--- src/design/cstl_pkg.sv ---
// Shared types, token class codes and keyword tables for the token lexer.
// No dependencies; imported by every module of the block.
`timescale 1ns / 1ps

package cstl_pkg;

    localparam int LEN_BITS     = 16;
    localparam int OUT_LEN_BITS = 16;
    localparam logic [LEN_BITS-1:0] LEN_MAX = {LEN_BITS{1'b1}};

    localparam int KW_NUM = 7;
    localparam logic [KW_NUM-1:0] KW_ALL = {KW_NUM{1'b1}};

    localparam int OQ_DEPTH = 4;
    localparam int OQ_AW    = $clog2(OQ_DEPTH);
    localparam int OQ_CW    = $clog2(OQ_DEPTH + 1);

    typedef logic [4:0] class_t;

    localparam class_t CL_IDENT  = 5'd0;
    localparam class_t CL_INT    = 5'd1;
    localparam class_t CL_REAL   = 5'd2;
    localparam class_t CL_STRING = 5'd3;
    localparam class_t CL_TYPE   = 5'd4;
    localparam class_t CL_ADD    = 5'd5;
    localparam class_t CL_MUL    = 5'd6;
    localparam class_t CL_REL    = 5'd7;
    localparam class_t CL_OR     = 5'd8;
    localparam class_t CL_AND    = 5'd9;
    localparam class_t CL_NOT    = 5'd10;
    localparam class_t CL_EQNE   = 5'd11;
    localparam class_t CL_SEMI   = 5'd12;
    localparam class_t CL_COMMA  = 5'd13;
    localparam class_t CL_LPAR   = 5'd14;
    localparam class_t CL_RPAR   = 5'd15;
    localparam class_t CL_LBRACE = 5'd16;
    localparam class_t CL_RBRACE = 5'd17;
    localparam class_t CL_ASSIGN = 5'd18;
    localparam class_t CL_IF     = 5'd19;
    localparam class_t CL_WHILE  = 5'd20;
    localparam class_t CL_RETURN = 5'd21;
    localparam class_t CL_ELSE   = 5'd22;
    localparam class_t CL_END    = 5'd23;
    localparam class_t CL_ERROR  = 5'd24;

    typedef enum logic [3:0] {
        M_IDLE,
        M_IDENT,
        M_INT,
        M_REAL,
        M_STRING,
        M_RELOP,
        M_BAR,
        M_AMP,
        M_BANG,
        M_EQ
    } mode_t;

    typedef struct packed {
        class_t                  tclass;
        logic [OUT_LEN_BITS-1:0] tlen;
        logic                    last;
    } record_t;

    localparam logic [7:0] KW_TEXT [KW_NUM][8] = '{
        '{"i", "n", "t", 8'h00, 8'h00, 8'h00, 8'h00, 8'h00},
        '{"f", "l", "o", "a", "t", 8'h00, 8'h00, 8'h00},
        '{"v", "o", "i", "d", 8'h00, 8'h00, 8'h00, 8'h00},
        '{"i", "f", 8'h00, 8'h00, 8'h00, 8'h00, 8'h00, 8'h00},
        '{"w", "h", "i", "l", "e", 8'h00, 8'h00, 8'h00},
        '{"r", "e", "t", "u", "r", "n", 8'h00, 8'h00},
        '{"e", "l", "s", "e", 8'h00, 8'h00, 8'h00, 8'h00}
    };
    localparam logic [2:0] KW_LEN [KW_NUM] = '{3'd3, 3'd5, 3'd4, 3'd2, 3'd5, 3'd6, 3'd4};
    localparam class_t KW_CLASS [KW_NUM] =
        '{CL_TYPE, CL_TYPE, CL_TYPE, CL_IF, CL_WHILE, CL_RETURN, CL_ELSE};

    function automatic logic is_letter(input logic [7:0] c);
        return c inside {[8'h61:8'h7A], [8'h41:8'h5A], 8'h5F};
    endfunction

    function automatic logic is_digit(input logic [7:0] c);
        return c inside {[8'h30:8'h39]};
    endfunction

    // Narrow the keyword candidates by the letter at position pos.
    function automatic logic [KW_NUM-1:0] kw_filter(input logic [KW_NUM-1:0] cands,
                                                    input logic [LEN_BITS-1:0] pos,
                                                    input logic [7:0] c);
        logic [KW_NUM-1:0] r;
        r = '0;
        for (int k = 0; k < KW_NUM; k++)
        begin
            if (cands[k] && (pos < LEN_BITS'(KW_LEN[k])) && (KW_TEXT[k][pos[2:0]] == c))
            begin
                r[k] = 1'b1;
            end
        end
        return r;
    endfunction

    // First surviving keyword of matching length wins, else plain identifier.
    function automatic class_t ident_class(input logic [KW_NUM-1:0] cands,
                                           input logic [LEN_BITS-1:0] len);
        class_t r;
        r = CL_IDENT;
        for (int k = KW_NUM - 1; k >= 0; k--)
        begin
            if (cands[k] && (len == LEN_BITS'(KW_LEN[k])))
            begin
                r = KW_CLASS[k];
            end
        end
        return r;
    endfunction

    function automatic logic [OUT_LEN_BITS-1:0] out_len(input logic [LEN_BITS-1:0] l);
        logic [31:0] w;
        w = 32'(l);
        return (w > 32'h0000FFFF) ? {OUT_LEN_BITS{1'b1}} : w[OUT_LEN_BITS-1:0];
    endfunction

endpackage

--- src/design/cstl_scan.sv ---
// Scanner state machine: one character per step, up to two token records.
// Depends on cstl_pkg.
`timescale 1ns / 1ps

module cstl_scan
(
    input  logic              clk,
    input  logic              rst_n,
    input  logic              step,
    input  logic [7:0]        ch,
    output cstl_pkg::record_t rec0,
    output cstl_pkg::record_t rec1,
    output logic [1:0]        nrec
);

    import cstl_pkg::*;

    mode_t                mode_reg, mode_next;
    logic [LEN_BITS-1:0]  len_reg, len_next;
    logic [KW_NUM-1:0]    cand_reg, cand_next;

    mode_t                idle_mode;
    logic [LEN_BITS-1:0]  idle_len;
    logic [KW_NUM-1:0]    idle_cands;
    logic                 idle_emit;
    class_t               idle_cls;

    logic                 a_emit, b_emit, again;
    class_t               a_cls;
    logic [LEN_BITS-1:0]  a_len, len_inc;
    record_t              rec_a, rec_b;

    // Decode a character seen between tokens.
    always_comb
    begin
        idle_mode  = M_IDLE;
        idle_len   = '0;
        idle_cands = KW_ALL;
        idle_emit  = 1'b0;
        idle_cls   = CL_ERROR;
        if (is_letter(ch))
        begin
            idle_mode  = M_IDENT;
            idle_cands = kw_filter(KW_ALL, '0, ch);
            idle_len   = LEN_BITS'(1);
        end
        else if (is_digit(ch))
        begin
            idle_mode = M_INT;
            idle_len  = LEN_BITS'(1);
        end
        else if (ch == "\"")
        begin
            idle_mode = M_STRING;
            idle_len  = LEN_BITS'(1);
        end
        else
        begin
            case (ch)
                "+", "-":
                begin
                    idle_emit = 1'b1;
                    idle_cls  = CL_ADD;
                end
                "*", "/":
                begin
                    idle_emit = 1'b1;
                    idle_cls  = CL_MUL;
                end
                "<", ">": idle_mode = M_RELOP;
                "|":      idle_mode = M_BAR;
                "&":      idle_mode = M_AMP;
                "!":      idle_mode = M_BANG;
                "=":      idle_mode = M_EQ;
                ";":
                begin
                    idle_emit = 1'b1;
                    idle_cls  = CL_SEMI;
                end
                ",":
                begin
                    idle_emit = 1'b1;
                    idle_cls  = CL_COMMA;
                end
                "(":
                begin
                    idle_emit = 1'b1;
                    idle_cls  = CL_LPAR;
                end
                ")":
                begin
                    idle_emit = 1'b1;
                    idle_cls  = CL_RPAR;
                end
                "{":
                begin
                    idle_emit = 1'b1;
                    idle_cls  = CL_LBRACE;
                end
                "}":
                begin
                    idle_emit = 1'b1;
                    idle_cls  = CL_RBRACE;
                end
                " ", "\t":
                begin
                    idle_emit = 1'b0;
                end
                "$":
                begin
                    idle_emit = 1'b1;
                    idle_cls  = CL_END;
                end
                default:
                begin
                    idle_emit = 1'b1;
                    idle_cls  = CL_ERROR;
                end
            endcase
        end
    end

    // Continue the open token, then rescan from idle where needed.
    always_comb
    begin
        len_inc   = (len_reg == LEN_MAX) ? len_reg : len_reg + 1'b1;
        mode_next = mode_reg;
        len_next  = len_reg;
        cand_next = cand_reg;
        a_emit    = 1'b0;
        a_cls     = CL_ERROR;
        a_len     = len_reg;
        again     = 1'b0;
        case (mode_reg)
            M_IDENT:
            begin
                if (is_letter(ch) || is_digit(ch))
                begin
                    cand_next = kw_filter(cand_reg, len_reg, ch);
                    len_next  = len_inc;
                end
                else
                begin
                    a_emit = 1'b1;
                    a_cls  = ident_class(cand_reg, len_reg);
                    again  = 1'b1;
                end
            end
            M_INT:
            begin
                if (is_digit(ch))
                begin
                    len_next = len_inc;
                end
                else if (ch == ".")
                begin
                    len_next  = len_inc;
                    mode_next = M_REAL;
                end
                else
                begin
                    a_emit = 1'b1;
                    a_cls  = CL_INT;
                    again  = 1'b1;
                end
            end
            M_REAL:
            begin
                if (is_digit(ch))
                begin
                    len_next = len_inc;
                end
                else
                begin
                    a_emit = 1'b1;
                    a_cls  = CL_REAL;
                    again  = 1'b1;
                end
            end
            M_STRING:
            begin
                len_next = len_inc;
                a_len    = len_inc;
                if (ch == "\"")
                begin
                    a_emit    = 1'b1;
                    a_cls     = CL_STRING;
                    mode_next = M_IDLE;
                end
                else if (ch == "$")
                begin
                    a_emit    = 1'b1;
                    a_cls     = CL_ERROR;
                    mode_next = M_IDLE;
                end
            end
            M_RELOP, M_BAR, M_AMP, M_BANG, M_EQ:
            begin
                mode_next = M_IDLE;
                a_emit    = 1'b1;
                a_len     = LEN_BITS'(1);
                case (mode_reg)
                    M_RELOP:
                    begin
                        a_cls = CL_REL;
                        again = (ch != "=");
                    end
                    M_BAR:
                    begin
                        a_cls = (ch == "|") ? CL_OR : CL_ERROR;
                        again = (ch != "|");
                    end
                    M_AMP:
                    begin
                        a_cls = (ch == "&") ? CL_AND : CL_ERROR;
                        again = (ch != "&");
                    end
                    M_BANG:
                    begin
                        a_cls = (ch == "=") ? CL_EQNE : CL_NOT;
                        again = (ch != "=");
                    end
                    default:
                    begin
                        a_cls = (ch == "=") ? CL_EQNE : CL_ASSIGN;
                        again = (ch != "=");
                    end
                endcase
                if (!again)
                begin
                    a_len = LEN_BITS'(2);
                end
            end
            default:
            begin
                again = 1'b1;
            end
        endcase

        b_emit = 1'b0;
        if (again)
        begin
            mode_next = idle_mode;
            len_next  = idle_len;
            cand_next = idle_cands;
            b_emit    = idle_emit;
        end
        if (mode_next == M_IDLE)
        begin
            len_next  = '0;
            cand_next = KW_ALL;
        end
    end

    always_comb
    begin
        rec_a.tclass = a_cls;
        rec_a.tlen   = out_len(a_len);
        rec_a.last   = !b_emit;
        rec_b.tclass = idle_cls;
        rec_b.tlen   = OUT_LEN_BITS'(1);
        rec_b.last   = 1'b1;
        if (a_emit)
        begin
            rec0 = rec_a;
            rec1 = rec_b;
        end
        else
        begin
            rec0 = rec_b;
            rec1 = rec_b;
        end
        nrec = {1'b0, a_emit} + {1'b0, b_emit};
    end

    always_ff @(posedge clk or negedge rst_n)
    begin
        if (!rst_n)
        begin
            mode_reg <= M_IDLE;
            len_reg  <= '0;
            cand_reg <= KW_ALL;
        end
        else if (step)
        begin
            mode_reg <= mode_next;
            len_reg  <= len_next;
            cand_reg <= cand_next;
        end
    end

endmodule

--- src/design/cstl_outq.sv ---
// Result queue: takes zero, one or two records a cycle, hands out one.
// Depends on cstl_pkg.
`timescale 1ns / 1ps

module cstl_outq
(
    input  logic                         clk,
    input  logic                         rst_n,
    input  logic [1:0]                   push_n,
    input  cstl_pkg::record_t            push0,
    input  cstl_pkg::record_t            push1,
    input  logic                         pop,
    output cstl_pkg::record_t            head,
    output logic [cstl_pkg::OQ_CW-1:0]   count
);

    import cstl_pkg::*;

    record_t            mem [OQ_DEPTH];
    logic [OQ_AW-1:0]   wr_reg, wr_next;
    logic [OQ_AW-1:0]   rd_reg, rd_next;
    logic [OQ_CW-1:0]   count_reg, count_next;
    logic [OQ_AW-1:0]   wr_plus1;

    assign wr_plus1 = wr_reg + 1'b1;
    assign head     = mem[rd_reg];
    assign count    = count_reg;

    always_comb
    begin
        wr_next    = wr_reg + OQ_AW'(push_n);
        rd_next    = rd_reg + OQ_AW'(pop);
        count_next = count_reg + OQ_CW'(push_n) - OQ_CW'(pop);
    end

    always_ff @(posedge clk)
    begin
        if (push_n != 2'd0)
        begin
            mem[wr_reg] <= push0;
        end
        if (push_n == 2'd2)
        begin
            mem[wr_plus1] <= push1;
        end
    end

    always_ff @(posedge clk or negedge rst_n)
    begin
        if (!rst_n)
        begin
            wr_reg    <= '0;
            rd_reg    <= '0;
            count_reg <= '0;
        end
        else
        begin
            wr_reg    <= wr_next;
            rd_reg    <= rd_next;
            count_reg <= count_next;
        end
    end

endmodule

--- src/design/c_subset_token_lexer.sv ---
// Token lexer for a small C subset: one source byte per beat in, token records out.
// Built from cstl_scan and cstl_outq; depends on cstl_pkg.
//
// Input channel: in_valid / in_stall / char_code, one byte per beat; '$' ends the text.
// Output channel: out_valid / out_stall / token_class, token_length, last_of_run;
//   one beat per finished token, last_of_run marks the final record of a byte.
// A byte gives zero, one or two records. Each byte passes through the input
//   register, then the scanner writes its records into the queue.
// Throughput is one byte per cycle while the output keeps up; the single-record
//   output port sets the limit where bytes give two records.
// The input register feeds the scanner when the 4-entry result queue has room
//   for two records after this cycle's pop; otherwise in_stall rises and the
//   byte waits in the input register.
// When out_stall is high the head record holds and the queue fills; input then
//   stalls once it cannot take two more records.
// Reset puts the scanner between tokens with an empty queue and no pending byte.
`timescale 1ns / 1ps

module c_subset_token_lexer
(
    input  logic                  clk,
    input  logic                  rst_n,
    input  logic                  in_valid,
    output logic                  in_stall,
    input  logic [7:0]            char_code,
    output logic                  out_valid,
    input  logic                  out_stall,
    output cstl_pkg::class_t      token_class,
    output logic [15:0]           token_length,
    output logic                  last_of_run
);

    import cstl_pkg::*;

    logic               full_reg, full_next;
    logic [7:0]         ch_reg;
    logic               room, step, pop;
    record_t            rec0, rec1, head;
    logic [1:0]         nrec;
    logic [OQ_CW-1:0]   count;

    assign pop  = out_valid && !out_stall;
    assign room = (count <= OQ_CW'(OQ_DEPTH - 2)) ||
                  (pop && (count == OQ_CW'(OQ_DEPTH - 1)));
    assign step = full_reg && room;

    assign in_stall  = full_reg && !room;
    assign full_next = in_stall ? full_reg : in_valid;

    always_ff @(posedge clk or negedge rst_n)
    begin
        if (!rst_n)
        begin
            full_reg <= 1'b0;
        end
        else
        begin
            full_reg <= full_next;
        end
    end

    always_ff @(posedge clk)
    begin
        if (in_valid && !in_stall)
        begin
            ch_reg <= char_code;
        end
    end

    cstl_scan u_scan
    (
        .clk   (clk),
        .rst_n (rst_n),
        .step  (step),
        .ch    (ch_reg),
        .rec0  (rec0),
        .rec1  (rec1),
        .nrec  (nrec)
    );

    cstl_outq u_outq
    (
        .clk    (clk),
        .rst_n  (rst_n),
        .push_n (step ? nrec : 2'd0),
        .push0  (rec0),
        .push1  (rec1),
        .pop    (pop),
        .head   (head),
        .count  (count)
    );

    assign out_valid    = (count != '0);
    assign token_class  = head.tclass;
    assign token_length = head.tlen;
    assign last_of_run  = head.last;

endmodule

--- config.mk ---
export PLATFORM = sky130hd
export DESIGN_NAME = c_subset_token_lexer
export DESIGN_NICKNAME = d
export VERILOG_FILES = /design/src/design/cstl_pkg.sv /design/src/design/cstl_scan.sv /design/src/design/cstl_outq.sv /design/src/design/c_subset_token_lexer.sv
export SDC_FILE = /design/constraint.sdc
export NUM_CORES = 1
export LEC_CHECK = 0
export ABC_CLOCK_PERIOD_IN_PS = 7300
export BUFFER_PORTS_ARGS = -buffer_cell sky130_fd_sc_hd__buf_4
export CAP_MARGIN = 20
export CELL_PAD_IN_SITES_DETAIL_PLACEMENT = 0
export CELL_PAD_IN_SITES_GLOBAL_PLACEMENT = 1
export CORE_AREA = 4 4 134 136
export CTS_BUF_LIST = sky130_fd_sc_hd__clkbuf_16
export DETAILED_ROUTE_END_ITERATION = 6
export DIE_AREA = 0 0 138 140
export PLACE_DENSITY = 0.77
export SETUP_SLACK_MARGIN = 0.2
export SLEW_MARGIN = 40
export SYNTH_ARGS = -nofsm -noshare
export SYNTH_HDL_FRONTEND = slang
export SYNTH_SLANG_ARGS = --single-unit
export TNS_END_PERCENT = 50
--- constraint.sdc ---
create_clock -name clk -period 7.3 [get_ports clk]
set_clock_uncertainty 0.2 [all_clocks]
set_input_delay 1.46 -clock clk [delete_from_list [all_inputs] [get_ports clk]]
set_output_delay 1.46 -clock clk [all_outputs]
set_load 0.02 [all_outputs]
==> results by group <==
Route
  • Residual DRC count: 0
  • Top layer reached by signal wires: met4
  • Met2 Routed Length: about 12000 um
  • Number of DRC markers in iteration 0: slightly below 800
  • Routed metal-1 wirelength: roughly 11000 um
  • Wire length on met3: 1580 um
  • Drt wl/cell: 22.7 um
  • Detailed Route WL: approximately 25000 um
  • Via density per instance: ~6.7
  • Antenna viol nets, final: 0
  • DR pass1 iterations: 6
  • Vias after detailed routing: 7214

CTS
  • Clock-pin transition on the worst setup and hold timing paths: roughly 80 ps
  • Number of hold buffers added after CTS: 0
  • TritonCTS clock tree: yes
  • Count of cells resized by post-cts repair: 0
  • CTS root buffer: sky130_fd_sc_hd__clkbuf_16
  • Number of buffers inserted to repair setup after CTS: 0
  • Clock Sink Count: 131
  • Bufs on Longest Clock Path: 2
  • Number of buffers created by CTS: 17
  • Skew-Pair Late Insertion Delay: around 430 ps
  • Level count of the clock H-tree: 4

Die
  • I/O pin total: 36
  • Area of the die: between 15000 and 20000 um2
  • Die width: roughly 140 um
  • Core area: 16900 um2
  • Effective utilization at floorplan: 49.0%
  • Placement row count: 48
  • Die outline height: approximately 140 um

Global routing
  • Largest net degree at the start of global routing: 36
  • Global route total overflow: 0
  • Initial antenna violation count: 0
  • Wire length of the first global-routing pass: around 39000 um
  • Via count of the first global-routing pass: approximately 6800
  • All-Layer GR Usage: around 25%

Layout
  • Final-stage net count: around 870
  • Layout cell share with drive strength beyond 1: a little under a fifth
  • Sequential Area: about 3100 um2
  • Final cell utilization of the core: between 50% and 60%
  • Max reg flops: 88
  • Area added between synthesis and finish: 9.43%
  • Post-route design area: a little over 9000 um2
  • Diode count: 0
  • Fillcell total: about 1500
  • Multi-input gate area in the final layout: between 4000 and 5000 um2
  • Cell Count, Final, Fillers Out: around 1100

Worst setup path
  • Worst stage delay on the critical path: roughly 830 ps
  • Top fanout value on the critical path: 18
  • Kind of cell with the highest combined delay on the critical path: simple AND/OR/NAND/NOR gates
  • Worst setup slack for register-to-register paths: 1670 ps
  • Worst reg2reg path endpoint: u_outq.mem[3][1]$_SDFFE_PP1P_
  • Setup crit end kind: flip-flop
  • Cell count of the worst reg-to-reg path: 11
  • Data required time of the worst path: around 7400 ps
  • Arrival time at the worst endpoint: ~5700 ps
  • CP max-delay cell: sky130_fd_sc_hd__or4b_1
  • Critical Path Most Common Cell: sky130_fd_sc_hd__or2_2
  • Worst setup SP type: flip-flop
  • Number of buffer and inverter instances along the worst setup path: 2
  • Reg-to-reg startpoint: ch_reg[6]$_DFFE_PP_
  • Critical Setup Path Class: flip-flop to flip-flop
  • Crit-path cells: or4b_1, nor4_2, or2_2, and3_1, inv_2, ha_1, o21ai_1, or2_2, and2_1, inv_1, o22a_1

Yosys
  • Yosys warnings: 0
  • Mean area per synthesized cell: slightly below 10 um2
  • Mapped Area: between 8000 and 9000 um2
  • Fraction of synthesized cell area taken by the top area cell type: 16.4%
  • Most frequent cell after synthesis: sky130_fd_sc_hd__dfxtp_1
  • Net count after synthesis: between 800 and 900
  • Number of instances in the synthesized netlist: 857
  • Post-synth ARST share: 26.7%
  • Seq/Total Area, Yosys: 37.2%
  • List of most frequent post-synthesis cells: 68 x sky130_fd_sc_hd__dfxtp_1, 51 x sky130_fd_sc_hd__nor2_1, 45 x sky130_fd_sc_hd__a22o_1
  • Area leader, netlist: sky130_fd_sc_hd__dfxtp_1
  • Biggest area contributors in the synthesized netlist: sky130_fd_sc_hd__dfxtp_1 16%, sky130_fd_sc_hd__edfxtp_1 10%, sky130_fd_sc_hd__dfrtp_1 8.4%
  • Register bit count reported by yosys: 131
  • Number of synthesized flops with an enable pin: 28
  • Prevailing post-synth register cell: sky130_fd_sc_hd__dfxtp_1
  • Cell variety after synth: around 100

Worst hold path
  • Worst hold path class: flip-flop to flip-flop
  • Min-delay src: u_outq.mem[2][12]$_SDFFE_PP0P_
  • Worst Hold Path EP: u_outq.mem[2][12]$_SDFFE_PP0P_
  • Min-Delay Path Depth: 1

Power and ir drop
  • Power per cell area: just under 400 nW/um2
  • Max rail drop VDD: around 0.28 mV
  • Final total power: 3.60 mW
  • Reported leakage power: roughly 3.3 nW

Placed design
  • PortBufs: 35
  • GP Congestion: just under 1
  • Worst setup slack before clock tree synthesis: ~1800 ps
  • Hpwl dp: about 17000 um
  • Placed insts: 1048
  • Placed cell areas: between 8000 and 9000 um2

Outcome
  • Status: completed

Flow run
  • Max capacitance violation total: 0

Timing
  • Hold slack final: 265 ps
  • Min cycle time layout: 5630 ps
  • Slew @ Worst Pin: between 800 and 900 ps
  • Max Clock Freq: 178 MHz
  • Setup slack of the critical path after layout: 1670 ps
  • Final critical-path share of the clock period: between 70% and 80%
  • Post-Route Setup TNS: 0 ps
  • Number of failing hold endpoints at the final stage: 0
  • Number of failing setup endpoints in the final timing report: 0
  • Slew Limit Headroom: about 45%
  • Max-slew violations: 0
  • Setup repair after global routing missed its margin: no
## worst max path at each step
stage | start | endpoint | depth (start not counted) | slack, ps
2_1_floorplan | out_stall | u_outq.count[2]$_DFF_PN0_ | 12 | 3320
3_3_place_gp | ch_reg[6]$_DFFE_PP_ | u_outq.mem[0][17]$_DFFE_PP_ | 10 | 2040
3_5_place_dp | ch_reg[6]$_DFFE_PP_ | u_outq.mem[3][1]$_SDFFE_PP1P_ | 11 | 1760
4_1_cts | ch_reg[6]$_DFFE_PP_ | u_outq.mem[3][1]$_SDFFE_PP1P_ | 11 | 1740
5_1_grt | ch_reg[6]$_DFFE_PP_ | u_outq.mem[3][1]$_SDFFE_PP1P_ | 11 | 1280
6_report | ch_reg[6]$_DFFE_PP_ | u_outq.mem[3][1]$_SDFFE_PP1P_ | 11 | 1670
## worst reg2reg max path, cell delays in order (launching register included)
cell	delay [ps]
sky130_fd_sc_hd__edfxtp_1	670
sky130_fd_sc_hd__or4b_1	830
sky130_fd_sc_hd__nor4_2	320
sky130_fd_sc_hd__or2_2	170
sky130_fd_sc_hd__and3_1	690
sky130_fd_sc_hd__inv_2	240
sky130_fd_sc_hd__ha_1	460
sky130_fd_sc_hd__o21ai_1	440
sky130_fd_sc_hd__or2_2	320
sky130_fd_sc_hd__and2_1	600
sky130_fd_sc_hd__inv_1	310
sky130_fd_sc_hd__o22a_1	270
## kinds of logic after synthesis
family          after synthesis  share of synthesized area, %
compound gates              281                          25.1
simple gates                272                          19.3
flops                       131                          37.2
buf+inv                     108                          6.86
mux                          34                          7.51
xor+xnor                     17                          1.79
fa+ha+maj                    14                          2.20
## power by group
group	total (mW)	internal [mW]	leakage [nW]	switching [mW]
Sequential	1.06	0.891	1.25	0.172
Clock	0.864	0.460	0.282	0.404
Combinational	1.67	0.623	1.78	1.05
Total	3.60	1.97	3.32	1.62
## routing by layer
layer  track usage (%)  vias to the layer above
met5                 0                        -
met4              6.50                        0
met3              5.16                       39
met2              40.1                      322
met1              35.5                     3551
li1                  -                     3302
## layout make-up
class	instances	area share (%)
Clock inverter	15	1.70
Multi-Input combinational cell	618	51.4
Inverter	29	1.20
Timing Repair Buffer	46	3.89
Tap cell	225	3.10
Clock buffer	17	4.69
Sequential cell	131	34.0
## cells in the final DEF (no fill, tap or decap), types with 12 or more instances in the layout
cell                        synthesis  final
sky130_fd_sc_hd__dfxtp_1           68     68
sky130_fd_sc_hd__nor2_1            51     51
sky130_fd_sc_hd__a22o_1            45     45
sky130_fd_sc_hd__buf_4              5     44
sky130_fd_sc_hd__a21oi_1           42     42
sky130_fd_sc_hd__nand2_1           38     38
sky130_fd_sc_hd__o21ai_0           34     34
sky130_fd_sc_hd__nand3_1           29     29
sky130_fd_sc_hd__edfxtp_1          28     28
sky130_fd_sc_hd__inv_1             27     27
sky130_fd_sc_hd__dfrtp_1           28     27
sky130_fd_sc_hd__mux4_2            22     22
sky130_fd_sc_hd__o2bb2ai_1         22     22
sky130_fd_sc_hd__nor3_1            22     21
sky130_fd_sc_hd__o22ai_1           21     21
sky130_fd_sc_hd__clkbuf_16          0     17
sky130_fd_sc_hd__nand4_1           14     14
sky130_fd_sc_hd__nor2b_1           13     13
sky130_fd_sc_hd__ha_1              13     13
sky130_fd_sc_hd__nand2b_1          12     12
No activity file was read; power rests on OpenSTA's default activity.
